### config.mk
export PLATFORM = sky130hd
export DESIGN_NAME = satd_ctrl
export DESIGN_NICKNAME = d
export VERILOG_FILES = /design/src/rtl/satd_pkg.sv /design/src/rtl/satd_ctrl.sv
export SDC_FILE = /design/constraint.sdc
export NUM_CORES = 1
export LEC_CHECK = 0
export BUFFER_PORTS_ARGS = -buffer_cell sky130_fd_sc_hd__buf_2
export CAP_MARGIN = 20
export CELL_PAD_IN_SITES_DETAIL_PLACEMENT = 2
export CELL_PAD_IN_SITES_GLOBAL_PLACEMENT = 2
export CORE_AREA = 4 4 41 43
export DETAILED_ROUTE_END_ITERATION = 16
export DIE_AREA = 0 0 45 47
export GPL_ROUTABILITY_DRIVEN = 0
export PLACE_DENSITY = 0.53
export SLEW_MARGIN = 20
export SYNTH_ARGS = -nofsm -noshare
export SYNTH_HDL_FRONTEND = slang
export SYNTH_SLANG_ARGS = --single-unit
### constraint.sdc
create_clock -name clk -period 0.9 [get_ports clk]
set_input_delay 0.18 -clock clk [delete_from_list [all_inputs] [get_ports clk]]
set_output_delay 0.18 -clock clk [all_outputs]
set_load 0.01 [all_outputs]
### src/rtl/satd_pkg.sv
// Shared constants, types and codes of the sector tag directory.
`default_nettype none

package satd_pkg;

    // Geometry; ROWS and LINE_SECTORS are powers of two.
    localparam int WAYS         = 8;
    localparam int ROWS         = 32;
    localparam int LINE_SECTORS = 4;

    localparam int SECTOR_W  = 32;
    localparam int STAMP_W   = 32;
    localparam int WAY_W     = 3;
    localparam int FUNC_W    = 2;
    localparam int OFF_W     = $clog2(LINE_SECTORS);
    localparam int ROW_W     = $clog2(ROWS);
    localparam int KEY_W     = SECTOR_W - OFF_W - ROW_W;
    localparam int WAY_IDX_W = (WAYS > 1) ? $clog2(WAYS) : 1;

    localparam int IN_DATA_W  = 40;
    localparam int IN_USER_W  = FUNC_W;
    localparam int OUT_DATA_W = 8;

    localparam logic [FUNC_W-1:0] FUNC_LOOKUP = 2'd0;
    localparam logic [FUNC_W-1:0] FUNC_ALLOC  = 2'd1;
    localparam logic [FUNC_W-1:0] FUNC_INVAL  = 2'd2;

    typedef logic [KEY_W-1:0]     key_t;
    typedef logic [STAMP_W-1:0]   stamp_t;
    typedef logic [ROW_W-1:0]     row_t;
    typedef logic [WAY_IDX_W-1:0] way_idx_t;

    typedef struct packed {
        logic load;
        logic eval;
        logic commit;
    } ctl_cmd_t;

    function automatic row_t row_of(input logic [SECTOR_W-1:0] sector);
        logic [SECTOR_W-1:0] s;
        s = sector >> OFF_W;
        return s[ROW_W-1:0];
    endfunction

    function automatic key_t key_of(input logic [SECTOR_W-1:0] sector);
        logic [SECTOR_W-1:0] s;
        s = sector >> (OFF_W + ROW_W);
        return s[KEY_W-1:0];
    endfunction

endpackage

`default_nettype wire

### src/rtl/satd_ctrl.sv
// Request sequencer and output handshake of the sector tag directory.
`default_nettype none

module satd_ctrl (
    input  wire logic               clk,
    input  wire logic               rst_n,
    input  wire logic               s_axis_tvalid,
    output logic                    s_axis_tready,
    output logic                    m_axis_tvalid,
    input  wire logic               m_axis_tready,
    output satd_pkg::ctl_cmd_t      cmd
);
    import satd_pkg::*;

    localparam logic [1:0] ST_IDLE   = 2'd0;
    localparam logic [1:0] ST_EVAL   = 2'd1;
    localparam logic [1:0] ST_COMMIT = 2'd2;

    logic [1:0] state_reg;
    logic [1:0] state_next;
    logic       out_valid_reg;
    logic       out_valid_next;

    always_comb
    begin
        cmd            = '0;
        state_next     = state_reg;
        s_axis_tready  = (state_reg == ST_IDLE);
        cmd.load       = s_axis_tvalid && s_axis_tready;
        unique case (state_reg)
            ST_IDLE:
            begin
                if (cmd.load)
                begin
                    state_next = ST_EVAL;
                end
            end
            ST_EVAL:
            begin
                cmd.eval   = 1'b1;
                state_next = ST_COMMIT;
            end
            ST_COMMIT:
            begin
                cmd.commit = !out_valid_reg || m_axis_tready;
                if (cmd.commit)
                begin
                    state_next = ST_IDLE;
                end
            end
            default:
            begin
                state_next = ST_IDLE;
            end
        endcase
        if (cmd.commit)
        begin
            out_valid_next = 1'b1;
        end
        else if (m_axis_tready)
        begin
            out_valid_next = 1'b0;
        end
        else
        begin
            out_valid_next = out_valid_reg;
        end
    end

    always_ff @(posedge clk or negedge rst_n)
    begin
        if (!rst_n)
        begin
            state_reg     <= ST_IDLE;
            out_valid_reg <= 1'b0;
        end
        else
        begin
            state_reg     <= state_next;
            out_valid_reg <= out_valid_next;
        end
    end

    assign m_axis_tvalid = out_valid_reg;

    a_load_to_eval: assert property (@(posedge clk) disable iff (!rst_n)
        cmd.load |=> state_reg == ST_EVAL)
        else $error("request not evaluated after load");

    a_eval_to_commit: assert property (@(posedge clk) disable iff (!rst_n)
        state_reg == ST_EVAL |=> state_reg == ST_COMMIT)
        else $error("evaluate not followed by commit");

    a_commit_shows: assert property (@(posedge clk) disable iff (!rst_n)
        cmd.commit |=> m_axis_tvalid)
        else $error("committed result not presented");

    a_no_spurious: assert property (@(posedge clk) disable iff (!rst_n)
        (state_reg != ST_COMMIT && !out_valid_reg) |=> !out_valid_reg)
        else $error("result appeared without commit");

endmodule

`default_nettype wire

==> flow_metrics.tcl <==
set metrics [dict create \
    status "finished with violations" \
    violations "setup timing" \
    worstMarginPinSlew_ns 0.156 \
    synth-seq-cells 3 \
    crit_arrival_ns 1.05 \
    synth_common_cells "dfrtp_1, and2_1, nand2b_1" \
    syn_avg_cell_area_um2 10.8 \
    overflow 0 \
    yosysWarnings 0 \
    crit_type "register to output port" \
    min_period_over_period 1.37 \
    ir_drop_v 0.000649 \
    n_fill_cell 155 \
    cp_max_fo 3 \
    ff2ff_setup_slack_ns -0.18 \
    p_per_area_nw_per_um2 2870 \
    ant_nets 0 \
    drc 0 \
    seqCellArea_um2 76.3 \
    synth_edf_count 0 \
    routed_wirelength_um 460 \
    start_util 0.108 \
    period_minus_slack_ns 1.23 \
    holdCritPathClass "input port to register" \
    crit_start "state_reg[0]$_DFFE_PN0P_" \
    grt_usage 0.0657 \
    grt_pass1_wl_um 807 \
    drive_above_1_share 0.710 \
    place_inst 37 \
    grt_pass1_vias 186 \
    synth_cell_types 9 \
    multi_input_comb_area_um2 72.6 \
    startpoint_type "register" \
    io_pins 9 \
    p_leak_nw 0.154 \
    vias 161 \
    clkSlewWorstSetupHoldPaths_ns 0.03 \
    fin_worst_skew_ns 0.00546 \
    r2r-end "state_reg[1]$_DFFE_PN0P_" \
    syn_area_um2 140 \
    fin_area_um2 302 \
    reg2reg_from "state_reg[0]$_DFFE_PN0P_" \
    placed_area_um2 206 \
    area_delta_synth_final_pct 115 \
    end_kind "output port" \
    required_ns 0.72 \
    netlist.area_leader.share 0.536 \
    fmax_ghz 0.814 \
    fp.dieH_um 47 \
    largest_register_ffs 2 \
    io_buffers 8 \
    async_flop_share 1.00 \
    core_area_um2 1300 \
    fin_ws_ns -0.329 \
    ys_seq_area_frac 0.536 \
    clk_path_buf_depth 2 \
    drv_cap 0 \
    clkLatencyLatePin_ns 0.24 \
    die_w_um 45 \
    r2r_cells 4 \
    cts_sinks 3 \
    setup_violations 7 \
    avgRoutedWirePerCell_um 10.0 \
    synthTopCellsByArea "dfrtp_1, and2_1, nand2b_1" \
    synth.most_common_cell "dfrtp_1" \
    htreeDepth 1 \
    min_from "s_axis_tvalid" \
    min_to "state_reg[0]$_DFFE_PN0P_" \
    viasPerCell 3.50 \
    syn_nets 17 \
    relSlewSlack 0.896 \
    fin_util 0.232 \
    yosys.area.top_type "dfrtp_1" \
    hold_viol_final 0 \
    post-place-ws_ns -0.113 \
    antenna_cells 0 \
    post-dp-hpwl_um 324 \
    grt_max_degree 4 \
    synthCells 13 \
    cts-buffers-inserted 3 \
    drt_iter0_markers 0 \
    rows 13 \
    clock-root-buffer "clkbuf_4" \
    cts_tree "yes" \
    hold_depth 2 \
    instances_no_fill 46 \
    antenna_found_initial 0 \
    finalMaxSlewViolations 0 \
    rsz0062_at_grt "yes" \
    die_area_um2 2120 \
    finalNetCount 36 \
    dr.pass1.iters 1 \
    synthFlopType "dfrtp_1" \
]
## logic make-up after synthesis
| logic type | synth area share |
|---|---|
| AND/OR/NAND/NOR | 0.357 |
| flip-flops | 0.536 |
| AO/OA/AOI/OAI | 0.0536 |
| buffers and inverters | 0.0536 |
## metal layers
layer | share of wire | routed length [um] | vias to the layer above | global-route usage
li1 | - | - | 74 | -
met1 | 0.33 | 154 | 72 | 0.0525
met2 | 0.45 | 208 | 11 | 0.0734
met3 | 0.13 | 58 | 4 | 0.0498
met4 | 0.083 | 38 | 0 | 0.123
met5 | 0 | 0 | - | 0
## layout make-up
class,instances,share of cell area
Multi-Input combinational cell,9,0.241
Sequential cell,3,0.253
Clock buffer,4,0.0871
Tap cell,15,0.0622
Timing Repair Buffer,15,0.357
## repair_timing
action | 4_1_cts | 5_1_grt
pin swaps | 0 | 3
setup endpoints to repair | 5 | 6
cloned | 0 | 0
hold endpoints to repair | 3 | 0
setup buffers | 1 | 3
hold buffers | 1 | 0
gates resized for setup | 2 | 4
## where the power goes
part           internal, mW  leakage, nW  switching, mW
clock                 0.167       0.0150         0.0768
sequential            0.181       0.0371         0.0506
combinational         0.249        0.102          0.141
## per-stage QoR
step                      hold slack, ns  TNS, ns  power [mW]
after detailed placement         -0.0169   -0.170       0.468
after floorplan                   -0.116  -0.0462       0.349
after global placement           -0.0220  -0.0750       0.451
after CTS                          0.158    -1.25       0.771
final                              0.172    -1.40       0.866
after global routing               0.182    -1.78       0.939
## worst max-delay path, cell delays in order (launching register included)
cell and delay [ns]:
dfrtp_1 0.41, nand2b_4 0.16, nor2b_1 0.11, buf_2 0.14
## worst max-delay path by stage
stage / to / slack (ns) / cells after the start
6_report: cmd[0] / -0.33 / 3
2_1_floorplan: cmd[0] / -0.03 / 3
4_1_cts: cmd[2] / -0.35 / 3
3_5_place_dp: cmd[0] / -0.11 / 3
5_1_grt: cmd[2] / -0.40 / 3
3_3_place_gp: cmd[0] / -0.05 / 3
## cells in the final DEF (no fill, tap or decap), drive strengths merged
| master | n |
|---|---|
| dfrtp | 3 |
| nand2 | 1 |
| o21bai | 1 |
| dlygate4sd3 | 1 |
| buf | 14 |
| and2 | 2 |
| nor2 | 1 |
| nor2b | 2 |
| clkbuf | 4 |
| nand2b | 2 |
Note: power is estimated with default switching activity, not from simulation.
